--- src/rtl/assert_macros.svh ---
// ---------------------------------------------------------------------------
// assert_macros.svh
// Shared concurrent assertion macros.
// ---------------------------------------------------------------------------
`ifndef ASSERT_MACROS_SVH
`define ASSERT_MACROS_SVH

// antecedent implies consequent in the same cycle
`define FFPA_ASSERT_SAME(name, clk, rstn, ante, cons) \
    name: assert property (@(posedge clk) disable iff (!rstn) (ante) |-> (cons)) \
        else $error("assertion failed");

// antecedent implies consequent in the next cycle
`define FFPA_ASSERT_NEXT(name, clk, rstn, ante, cons) \
    name: assert property (@(posedge clk) disable iff (!rstn) (ante) |=> (cons)) \
        else $error("assertion failed");

`endif

--- src/rtl/ffpa_pkg.sv ---
// ---------------------------------------------------------------------------
// ffpa_pkg
// Types and constants shared by the pool allocator cells and top level.
// ---------------------------------------------------------------------------
`timescale 1ns / 1ps

package ffpa_pkg;

    localparam int ADDR_W     = 7;
    localparam int SIZE_W     = 8;
    localparam int ADDR_REACH = 128;

    typedef enum logic [1:0] {
        OP_SCAN,
        OP_MARK,
        OP_FREE
    } op_t;

    // token that walks the cell chain, one cell per cycle
    typedef struct packed {
        logic              valid;
        op_t               op;
        logic              done;
        logic              found;
        logic [SIZE_W-1:0] size;
        logic [SIZE_W-1:0] run;
        logic [ADDR_W-1:0] start;
        logic [SIZE_W-1:0] rem;
    } tok_t;

endpackage

--- src/rtl/ffpa_cell.sv ---
// ---------------------------------------------------------------------------
// ffpa_cell
// One pool unit: busy flag, block head flag and block length. Updates the
// passing token and hands it to the next cell.
// ---------------------------------------------------------------------------
`timescale 1ns / 1ps

module ffpa_cell
    import ffpa_pkg::*;
#(
    parameter int IDX = 0
)
(
    input  logic clk,
    input  logic rst_n,
    input  tok_t tok_in,
    output tok_t tok_out
);

    localparam bit              IN_REACH = (IDX < ADDR_REACH);
    localparam logic [ADDR_W-1:0] IDX_A  = ADDR_W'(IDX % ADDR_REACH);

    logic              busy_reg, busy_next;
    logic              head_reg, head_next;
    logic [SIZE_W-1:0] len_reg,  len_next;
    tok_t              tok_reg,  tok_next;

    logic              is_me;
    logic [SIZE_W-1:0] run_inc;

    assign is_me   = IN_REACH && (tok_in.start == IDX_A);
    assign run_inc = tok_in.run + SIZE_W'(1);

    always_comb
    begin
        busy_next = busy_reg;
        head_next = head_reg;
        len_next  = len_reg;
        tok_next  = tok_in;
        if (tok_in.valid)
        begin
            case (tok_in.op)
                OP_SCAN:
                begin
                    if (!tok_in.done)
                    begin
                        if (busy_reg)
                        begin
                            tok_next.run = '0;
                        end
                        else if ((tok_in.run == '0) && !IN_REACH)
                        begin
                            tok_next.done = 1'b1;
                        end
                        else
                        begin
                            if (tok_in.run == '0)
                            begin
                                tok_next.start = IDX_A;
                            end
                            tok_next.run = run_inc;
                            if (run_inc == tok_in.size)
                            begin
                                tok_next.found = 1'b1;
                                tok_next.done  = 1'b1;
                            end
                        end
                    end
                end
                OP_MARK:
                begin
                    if (is_me)
                    begin
                        busy_next    = 1'b1;
                        head_next    = 1'b1;
                        len_next     = tok_in.size;
                        tok_next.rem = tok_in.size - SIZE_W'(1);
                    end
                    else if (tok_in.rem != '0)
                    begin
                        busy_next    = 1'b1;
                        tok_next.rem = tok_in.rem - SIZE_W'(1);
                    end
                end
                OP_FREE:
                begin
                    if (is_me && head_reg)
                    begin
                        busy_next      = 1'b0;
                        head_next      = 1'b0;
                        tok_next.found = 1'b1;
                        tok_next.rem   = len_reg - SIZE_W'(1);
                    end
                    else if (tok_in.rem != '0)
                    begin
                        busy_next    = 1'b0;
                        tok_next.rem = tok_in.rem - SIZE_W'(1);
                    end
                end
                default:
                begin
                    tok_next = tok_in;
                end
            endcase
        end
    end

    always_ff @(posedge clk or negedge rst_n)
    begin
        if (!rst_n)
        begin
            busy_reg <= 1'b0;
            head_reg <= 1'b0;
            tok_reg  <= '0;
        end
        else
        begin
            busy_reg <= busy_next;
            head_reg <= head_next;
            tok_reg  <= tok_next;
        end
    end

    always_ff @(posedge clk)
    begin
        len_reg <= len_next;
    end

    assign tok_out = tok_reg;

endmodule

--- config.mk ---
export PLATFORM = sky130hd
export DESIGN_NAME = ffpa_cell
export DESIGN_NICKNAME = d
export VERILOG_FILES = /design/src/rtl/assert_macros.svh /design/src/rtl/ffpa_pkg.sv /design/src/rtl/ffpa_cell.sv
export SDC_FILE = /design/constraint.sdc
export NUM_CORES = 1
export LEC_CHECK = 0
export ABC_AREA = 0
export BUFFER_PORTS_ARGS = -buffer_cell sky130_fd_sc_hd__buf_2
export CAP_MARGIN = 20
export CORE_UTILIZATION = 40
export DETAILED_ROUTE_END_ITERATION = 12
export PLACE_DENSITY = 0.65
export SLEW_MARGIN = 20
export SYNTH_ARGS = -nofsm -noshare
export SYNTH_HDL_FRONTEND = slang
export SYNTH_SLANG_ARGS = --single-unit
--- constraint.sdc ---
create_clock -name clk -period 2.5 [get_ports clk]
set_clock_uncertainty 0.2 [all_clocks]
set_input_delay 0.375 -clock clk [delete_from_list [all_inputs] [get_ports clk]]
set_output_delay 0.375 -clock clk [all_outputs]
set_load 0.1 [all_outputs]
After elaboration in Yosys (flattened, before gate mapping) --
Index checks and enable logic that the tools add are counted.
Cells by class: add/subtract/negate cells 4, eq/ne operators 7, multiplexer cells 24, reduce and logical (&&, ||, !) cells 9
Operators by type and width (count):
- 36-bit 2-to-1 mux | 1
- 8-bit 2-to-1 mux | 4
- 15-bit 2-to-1 mux | 2
- 8-bit by 1-bit subtractor with 8-bit output (second input constant) | 3
- 8-bit one-hot mux with 2 select lines | 1
- 7-bit 2-to-1 mux | 2
- 8-bit by 1-bit adder with 8-bit output (second input constant) | 1
- 8-bit equality test | 1
- 8-bit zero test | 1
- 1-bit 2-to-1 mux | 8
- 4-bit AND reduction | 2
- 8-bit nonzero test | 1
- 7-bit zero test | 1
- 2-bit 2-to-1 mux | 3
- 3-bit inequality test (second input constant) | 2
- 1-bit one-hot mux with 2 select lines | 3
- 2-bit inequality test (second input constant) | 2
- 3-bit AND reduction | 1
- 2-bit by 1-bit equality test with 1-bit output (second input constant) | 1
- 2-bit equality test (second input constant) | 1
- 2-bit zero test | 1
- 2-bit nonzero test | 1
- 1-bit logical AND | 1
Storage, ports and cells: register bits 46

Logic depth before layout (Yosys ltp) --
Gate-level depths: netlist (run 1).
depth after elaboration 7, gate-level depth with buffers 8

Least setup slack after synthesis (run 1) --
No wires, ideal clock.
kind input to register, start point in tok_in[33] in the netlist's numbering, end point reg tok_reg, in the netlist tok_out[2], setup time 0.132 ns, arrival time 1.738 ns, required time 2.168 ns, path slack 0.430 ns, stages on the path 8, buffers on the path 1, cells stage by stage inv_1 -> ha_1 -> buf_6 -> or4_4 -> o22ai_2 -> nor3_1 -> a31oi_1 -> o2bb2ai_1
RTL lines:
- start, declared | RTL line ffpa_cell.sv:16 | input tok_t tok_in,
- end signal, assigned | RTL line ffpa_cell.sv:120 | tok_reg <= tok_next;
- end, declared | RTL line ffpa_cell.sv:26 | tok_t tok_reg, tok_next;

==> results of run 1 <==
==> worst min-delay path by stage <==
stage,startpoint,end,slack [ns],cells after the start
floorplan,rst_n,busy_reg,-0.12,0
global placement,tok_in[33],tok_out[33],0.32,1
detailed placement,tok_in[34],tok_out[34],0.32,1
CTS,rst_n,tok_out[21],0.01,1
global route,tok_in[33],tok_out[33],0.01,1
finish,rst_n,tok_out[14],-0.02,1
==> cell usage in the layout, fill, tap and decap left out, types with 5 or more instances in the layout <==
| cell type | netlist | layout |
|---|---|---|
| o22ai_1 | 9 | 9 |
| ha_1 | 8 | 8 |
| buf_2 | 2 | 73 |
| xnor2_1 | 10 | 10 |
| a31oi_1 | 6 | 6 |
| nor2_1 | 16 | 16 |
| edfxtp_1 | 8 | 8 |
| dfrtp_1 | 38 | 38 |
| clkbuf_8 | 0 | 7 |
| nand4_1 | 6 | 6 |
| and3_1 | 8 | 8 |
| nand2_1 | 19 | 19 |
| a21oi_1 | 9 | 9 |
| o31ai_1 | 5 | 5 |
| o21ai_0 | 15 | 15 |
| nand3_1 | 10 | 10 |
| nor3_1 | 10 | 10 |
| nor2b_1 | 9 | 9 |
| inv_1 | 19 | 19 |
==> through the flow <==
stage / utilization (%) / hold slack (ns) / total power, mW / area [um2] / worst slack (ns)
floorplan: - / -0.1206 / 1.239 / 2542 / 0.4301
global placement: 49.40 / 0.3177 / 1.369 / 2977 / 0.2178
finish: 51.31 / -0.01887 / 1.860 / 3092 / 0.4233
global route: 51.31 / 0.01432 / 1.945 / 3092 / 0.2898
detailed placement: 49.40 / 0.3188 / 1.372 / 2977 / 0.1458
CTS: 51.31 / 0.009689 / 1.885 / 3092 / 0.4528
==> worst register-to-register path, cell delays in order, from the launching register on <==
cell	delay, ns
edfxtp_1	0.43
nor4_1	0.46
nand2_1	0.14
and4_1	0.23
o31ai_1	0.26
o211ai_1	0.13
==> layer usage <==
metal,vias up,global-route usage [%]
met5,-,0
met3,11,3.778
met2,70,31.65
met4,0,6.667
met1,1029,22.87
li1,1106,-
==> where the power goes <==
part | internal [mW] | switching (mW)
registers | 0.802 | 0.0210
clock network | 0.253 | 0.251
logic | 0.114 | 0.419
==> cell type report <==
class                           instances  area [um2]
Fill cell                             585        2934
Inverter                               19       71.32
Timing Repair Buffer                   77       397.9
Multi-Input combinational cell        191        1232
Tap cell                               75       93.84
Clock buffer                            7       96.34
Sequential cell                        46        1191
Clock inverter                          1       8.758
==> kinds of logic after synthesis <==
group                      count (synthesis)  share of synthesized area (%)
AOI/OAI and AO/OA                         61                          15.21
xor gates and xnor gates                  14                          4.823
adders and majority gates                  8                          3.937
buffers and inverters                     28                          4.675
DFF                                       46                          46.85
muxes                                      4                          1.575
and+or+nand+nor                          104                          22.93
==> results.sh, run 1 <==
export IMPL_die_y_um=81.73
export IMPL_relSlewSlack_pct=42.84
export IMPL_route_met2_wl_um=2794
export IMPL_drt_total_wl_um=5824
export IMPL_reg2reg_slack_ns=0.52
export IMPL_finalHoldViolCount=38
export IMPL_worstPathMaxFanout=7
export IMPL_groute_usage_overall_pct=18.49
export IMPL_async_reset_ff_share_pct=82.61
export IMPL_tritoncts_num_buffers=5
export IMPL_portBuffers=73
export IMPL_hold_slack_ns=-0.01887
export IMPL_final_cells=416
export IMPL_rsz0062_at_grt="false"
export IMPL_cp_arrival_ns=2.09
export IMPL_worstReg2RegEnd="tok_out[7]"
export IMPL_drive_above_1_share_pct=27.27
export IMPL_finalCritPeriodShare_pct=83.07
export IMPL_clk_pin_slew_worst_paths_ns=0.08
export IMPL_yosysMostFrequentCell="dfrtp_1"
export IMPL_yosys_warnings=0
export IMPL_synth_cell_types=49
export IMPL_drv_slew=0
export IMPL_yosysSeqAreaShare_pct=46.85
export IMPL_cts_hold_buffers=1
export IMPL_ys_ff_latch=46
export IMPL_path_class="input pin to flop"
export IMPL_boundaryPins=74
export IMPL_largest_reg_flops=36
export IMPL_rr_worst_depth=5
export IMPL_coreArea_um2=6026
export IMPL_startpoint="tok_in[0]"
export IMPL_powerDensity_nw_per_um2=601.7
export IMPL_max_vdd_ir_drop_uv=284.4
export IMPL_max_stage_delay_ns=0.58
export IMPL_tns_ns=0
export IMPL_grt_ovfl_total=0
export IMPL_cp_start_kind="input pin"
export IMPL_cp_depth=8
export IMPL_cp_slowest_cell="nor3_1"
export IMPL_dp_final_hpwl_um=4449
export IMPL_num_rows=28
export IMPL_drt_iter0_drc=76
export IMPL_avgRoutedWirePerCell_um=14.00
export IMPL_synth_commonest_cells="38 x dfrtp_1, 19 x inv_1, 19 x nand2_1"
export IMPL_crit_family="simple AND/OR/NAND/NOR gates"
export IMPL_maxCapViolations=0
export IMPL_dpl_cell_count=407
export IMPL_insertion_delay_ns=0.30
export IMPL_synth_edf_count=8
export IMPL_initial_core_util_pct=42.19
export IMPL_grt_pass1_vias=2009
export IMPL_synth_top_area_share_pct=37.40
export IMPL_vias_per_cell=5.327
export IMPL_num_nets_final=386
export IMPL_clock_sinks=46
export IMPL_min_path_type="input pin to asynchronous set/reset pin"
export IMPL_post_route_min_period_ns=2.077
export IMPL_vias=2216
export IMPL_setup_violations=0
export IMPL_end_kind="flop"
export IMPL_syn_area_um2=2542
export IMPL_ant_nets=0
export IMPL_htree_levels=2
export IMPL_crit_end="tok_out[1]"
export IMPL_status="finished, violations left"
export IMPL_violations="hold timing"
export IMPL_clock_fmax_mhz=481.5
export IMPL_path_cells="buf_2, inv_1, ha_1, nor4b_1, and3_1, nor3_1, a21oi_1, o22ai_1"
export IMPL_crit_buf_inv=2
export IMPL_cts_root_buf="clkbuf_8"
export IMPL_worst_slew_pin_slew_ns=0.8574
export IMPL_yosysTopAreaCell="dfrtp_1"
export IMPL_die_w_um=81.73
export IMPL_postCtsSetupRepairBufs=0
export IMPL_grt_max_degree=39
export IMPL_synthTopCellsByArea="dfrtp_1 37%, edfxtp_1 9.4%, ha_1 3.9%, xnor2_1 3.4%, o21ai_0 3.0%"
export IMPL_firstDrtPassIters=4
export IMPL_synthCells=265
export IMPL_ctsResizeCount=0
export IMPL_synth_ff_type="dfrtp_1"
export IMPL_syn_num_nets=311
export IMPL_wl_met1_um=2638
export IMPL_top_layer="met4"
export IMPL_clockBufferDepth=2
export IMPL_antenna_found_initial=0
export IMPL_wl_met3_um=286
export IMPL_grt_pass1_wl_um=9294
export IMPL_cts_tree="built"
export IMPL_r2r_start="len_reg[4]"
export IMPL_p_leak_nw=1.398
export IMPL_required_ns=2.51
export IMPL_syn_to_final_growth_pct=21.60
export IMPL_antenna_cells=0
export IMPL_syn_area_per_cell_um2=9.594
export IMPL_gp_congestion=0.8935
export IMPL_die_area_um2=6679
export IMPL_drc=0
Power figures use the tool's default switching activity.
==> run 2, diff against run 1 <==
- PLACE_DENSITY: 0.65 -> 0.68
- clock period: 2.5 -> 1.84 ns (I/O delays scaled with it)
==> run 2 against run 1 <==
  * Register-to-register slack worse by 0.54 ns
  * Sequential cell count stayed put
  * Total power is 44% higher
  * Die area stayed put
  * Sequential share of layout area is 5.6 points lower
  * Largest power group unchanged
  * Non-clock buffer count is 53 higher
  * Clock-buffer cell count stayed put
  * Final cell count is 13% higher
  * Via count is 9.4% higher
  * Critical path type is now flop to flop
  * The run ends with setup timing left
==> results.sh, run 2 (synthesis gave the netlist of run 1 again) <==
export IMPL_final_cells=469
export IMPL_post_route_min_period_ns=1.864
export IMPL_mostFrequentLayoutCells="72 x buf_2, 48 x buf_4, 38 x dfrtp_1"
export IMPL_fin_ws_ns=-0.02395
export IMPL_grt_max_degree=23
export IMPL_gp_congestion=0.9488
export IMPL_die_area_um2=6679
export IMPL_antenna_cells=0
export IMPL_tns_ns=-0.02395
export IMPL_ant_nets=0
export IMPL_grt_pass1_wl_um=10420
export IMPL_portBuffers=73
export IMPL_status="finished, violations left"
export IMPL_cp_start_kind="flop"
export IMPL_final_common_cell="buf_2"
export IMPL_violations="setup timing"
export IMPL_path_class="flop to flop"
export IMPL_vias_per_cell=5.168
export IMPL_boundaryPins=74
export IMPL_die_w_um=81.73
export IMPL_placed_area_um2=3390
export IMPL_worst_slew_pin_slew_ns=0.4996
export IMPL_grt_ovfl_total=0
export IMPL_clk_pin_slew_worst_paths_ns=0.08
export IMPL_dpl_cell_count=453
export IMPL_rsz0062_at_grt="true"
export IMPL_finalPower_mw=2.679
export IMPL_num_rows=28
export IMPL_initial_core_util_pct=42.19
export IMPL_min_path_type="input pin to flop"
export IMPL_required_ns=1.85
export IMPL_postCtsSetupRepairBufs=0
export IMPL_drt_iter0_drc=96
export IMPL_num_nets_final=439
export IMPL_end_kind="flop"
export IMPL_cts_tree="built"
export IMPL_die_y_um=81.73
export IMPL_setup_violations=1
export IMPL_worstPathMaxFanout=3
export IMPL_insertion_delay_ns=0.29
export IMPL_clock_sinks=46
export IMPL_syn_to_final_growth_pct=42.42
export IMPL_drv_slew=0
export IMPL_cts_root_buf="clkbuf_8"
export IMPL_largest_reg_flops=36
export IMPL_p_leak_nw=1.668
export IMPL_relSlewSlack_pct=66.92
export IMPL_antenna_found_initial=0
export IMPL_coreArea_um2=6026
export IMPL_drt_total_wl_um=6600
export IMPL_finalInstanceArea_um2=3621
export IMPL_drive_above_1_share_pct=37.56
export IMPL_firstDrtPassIters=4
export IMPL_finalHoldViolCount=0
export IMPL_avgRoutedWirePerCell_um=14.07
export IMPL_clock_fmax_mhz=536.5
export IMPL_drc=0
export IMPL_powerDensity_nw_per_um2=740.0
export IMPL_vias=2424
export IMPL_maxCapViolations=0
export IMPL_max_vdd_ir_drop_uv=444.3
export IMPL_groute_usage_overall_pct=20.57
export IMPL_finalCritPeriodShare_pct=101.3
export IMPL_clockBufferDepth=2
export IMPL_tritoncts_num_buffers=5
export IMPL_dp_final_hpwl_um=5060
export IMPL_htree_levels=2
export IMPL_grt_pass1_vias=2227
export IMPL_hold_slack_ns=0.02255
export IMPL_cp_arrival_ns=1.87
-- run 2: layout make-up --
cell class              instances  area (um2)
clock buffers                   7       76.32
clock inverters                 1       30.03
fillers                       545        2405
inverters                      19       83.83
multi-input cells             191        1314
flip-flops and latches         46        1191
well taps                      75       93.84
repair buffers                130       832.0
-- run 2: per-stage QoR --
| step | setup WS, ns | util (%) |
|---|---|---|
| detailed placement | -0.1766 | 56.25 |
| CTS | 0.003161 | 59.61 |
| global route | -0.1035 | 60.09 |
| finish | -0.02395 | 60.09 |
| global placement | -0.1547 | 56.25 |
| floorplan | -0.009449 | - |
-- run 2: layer usage --
metal / vias to the layer above / part of all wire (%) / GRT usage, %
met3: 10 / 5.5 / 4.222
li1: 1212 / - / -
met5: - / 0 / 0
met2: 78 / 49 / 35.29
met4: 0 / 1.1 / 5.439
met1: 1124 / 45 / 26.13
-- run 2: worst paths after layout --
check | slack (ns) | end | cells after the start | startpoint
worst min-delay path | 0.02 | tok_out[32] | 2 | tok_in[32]
worst min register to register | 0.42 | head_reg | 2 | head_reg
worst max-delay path | -0.02 | tok_out[5] | 6 | len_reg[2]
max in group asynchronous | 0.71 | tok_out[17] | 3 | rst_n
min in group asynchronous | 0.27 | tok_out[7] | 2 | rst_n
worst max register to register | -0.02 | tok_out[5] | 6 | len_reg[2]
-- run 2: repair_timing --
| action | in CTS | in global routing |
|---|---|---|
| resized for setup | 3 | 7 |
| pin swaps | 0 | 3 |
| endpoints found under the hold margin | 23 | 0 |
| endpoints found under the setup margin | 2 | 7 |
| hold buffers | 8 | 0 |
-- run 2: power breakdown --
group	internal (mW)	switching (mW)	total (mW)
combinational	0.226	0.608	0.834
clock	0.407	0.329	0.736
sequential	1.09	0.0195	1.11
-- run 2: critical path, cell delays in order, from the launching register on --
cell	delay [ns]
edfxtp_1	0.41
buf_4	0.16
nor3_1	0.29
nor3b_2	0.27
xnor2_1	0.09
o22a_1	0.17
o211ai_1	0.19
==> run 3, diff against run 2 <==
- REMOVE_ABC_BUFFERS: not set -> 1
- SKIP_CTS_REPAIR_TIMING: not set -> 1
==> run 3 against run 2 <==
  * The flow now finishes without violations
  * Via count up 4.3%
  * Hold slack worse by 0.020 ns
  * Final area down 0.66%
  * Setup slack better by 0.072 ns
  * Final cell count up 0.85%
  * Highest routed layer unchanged
  * Clock-buffer cell count unchanged
  * Sequential cell count unchanged
  * Sequential share of layout area up 0.22 points
  * Die area unchanged
  * Core utilization down 0.39 points
  * Sequential power about the same
==> results.sh, run 3 (synthesis gave the netlist of run 1 again) <==
export IMPL_status="complete, no violations"
export IMPL_clockBufferDepth=2
export IMPL_cp_slowest_cell="edfxtp_1"
export IMPL_portBuffers=73
export IMPL_post_route_min_period_ns=1.792
export IMPL_crit_family="simple AND/OR/NAND/NOR gates"
export IMPL_cts_tree="built"
export IMPL_avgRoutedWirePerCell_um=14.41
export IMPL_clk_pin_slew_worst_paths_ns=0.09
export IMPL_grt_pass1_vias=2384
export IMPL_end_kind="flop"
export IMPL_gp_congestion=0.8984
export IMPL_cp_start_kind="flop"
export IMPL_firstDrtPassIters=4
export IMPL_finalCritPeriodShare_pct=97.39
export IMPL_htree_levels=2
export IMPL_max_stage_delay_ns=0.41
export IMPL_powerDensity_nw_per_um2=724.6
export IMPL_vias_per_cell=5.345
export IMPL_boundaryPins=74
export IMPL_tritoncts_num_buffers=5
export IMPL_cts_root_buf="clkbuf_8"
export IMPL_preCtsSetupSlack_ns=-0.3369
export IMPL_drc=0
export IMPL_num_rows=28
export IMPL_clock_fmax_mhz=558.0
export IMPL_crit_buf_inv=1
export IMPL_die_area_um2=6679
export IMPL_groute_usage_overall_pct=21.40
export IMPL_fin_ws_ns=0.04799
export IMPL_tns_ns=0
export IMPL_grt_max_degree=18
export IMPL_drt_total_wl_um=6818
export IMPL_grt_pass1_wl_um=10940
export IMPL_coreArea_um2=6026
export IMPL_path_cells="buf_4, nor3_2, nor3b_2, xnor2_1, o22a_1, o211ai_1"
export IMPL_vias=2528
export IMPL_rsz0062_at_grt="true"
export IMPL_worstPathMaxFanout=3
export IMPL_post_route_util_pct=59.70
export IMPL_grt_ovfl_total=0
export IMPL_maxCapViolations=0
export IMPL_die_y_um=81.73
export IMPL_initial_core_util_pct=42.19
export IMPL_ant_nets=0
export IMPL_final_common_cell="buf_2"
export IMPL_path_class="flop to flop"
export IMPL_syn_to_final_growth_pct=41.49
export IMPL_drive_above_1_share_pct=38.94
export IMPL_required_ns=1.82
export IMPL_insertion_delay_ns=0.30
export IMPL_die_w_um=81.73
export IMPL_antenna_cells=0
export IMPL_largest_reg_flops=36
export IMPL_setup_violations=0
export IMPL_mostFrequentLayoutCells="73 x buf_2, 54 x buf_4, 38 x dfrtp_1"
export IMPL_worst_slew_pin_slew_ns=0.4932
export IMPL_num_nets_final=443
export IMPL_drt_iter0_drc=137
export IMPL_drv_slew=0
export IMPL_finalHoldViolCount=0
export IMPL_antenna_found_initial=0
export IMPL_cp_arrival_ns=1.77
export IMPL_finalPower_mw=2.606
export IMPL_clock_sinks=46
export IMPL_dp_final_hpwl_um=5169
export IMPL_relSlewSlack_pct=67.35
export IMPL_p_leak_nw=1.666
export IMPL_min_path_type="input pin to flop"
export IMPL_max_vdd_ir_drop_uv=405.9
[run 3: cell types whose count changed in the layout (fill, tap and decap cells not counted), sizes merged]
cell         previous run  this run
dlygate4sd3             8         7
bufinv                  1         0
inv                    19        20
buf                   122       127
[run 3: metal layers]
| layer | share of wire [%] | global-route usage (%) | up-vias |
|---|---|---|---|
| met5 | 0 | 0 | - |
| met1 | 42 | 26.71 | 1208 |
| met3 | 6.1 | 3.778 | 9 |
| li1 | - | - | 1216 |
| met4 | 1.5 | 5.263 | 0 |
| met2 | 50 | 37.93 | 95 |
[run 3: worst register-to-register path, stage by stage, from the launching register on]
cell	delay [ns]
edfxtp_1	0.41
buf_4	0.17
nor3_2	0.23
nor3b_2	0.30
xnor2_1	0.15
o22a_1	0.14
o211ai_1	0.07
[run 3: metrics by stage]
| stage | std cells | hold WS, ns | instance area (um2) |
|---|---|---|---|
| finish | 473 | 0.002479 | 3597 |
| global route | 473 | 0.01087 | 3597 |
| CTS | 462 | -0.3174 | 3425 |
| detailed placement | 454 | 0.01312 | 3329 |
| global placement | 454 | 0.008736 | 3329 |
| floorplan | 256 | -0.2196 | 2495 |
[run 3: cell type report]
type | count | area [um2]
fillers | 551 | 2429
multi-input cells | 191 | 1305
flip-flops and latches | 46 | 1191
repair buffers | 134 | 840.8
well taps | 75 | 93.84
clock buffers | 7 | 86.33
inverters | 19 | 71.32
clock inverters | 1 | 8.758
[run 3: worst paths after layout]
kind | endpoint | startpoint | cells past startpoint | slack (ns)
min in group asynchronous | tok_out[10] | rst_n | 2 | 0.21
max in group asynchronous | tok_out[5] | rst_n | 3 | 0.73
setup / recovery | tok_out[5] | len_reg[2] | 6 | 0.05
setup reg to reg | tok_out[5] | len_reg[2] | 6 | 0.05
hold reg to reg | head_reg | head_reg | 3 | 0.47
hold / removal | tok_out[31] | tok_in[31] | 3 | 0.002
[run 3: power by group]
part | total [mW] | internal [mW] | switching (mW)
Clock | 0.664 | 0.311 | 0.353
Combinational | 0.838 | 0.225 | 0.612
Sequential | 1.10 | 1.09 | 0.0144
Total | 2.61 | 1.63 | 0.980
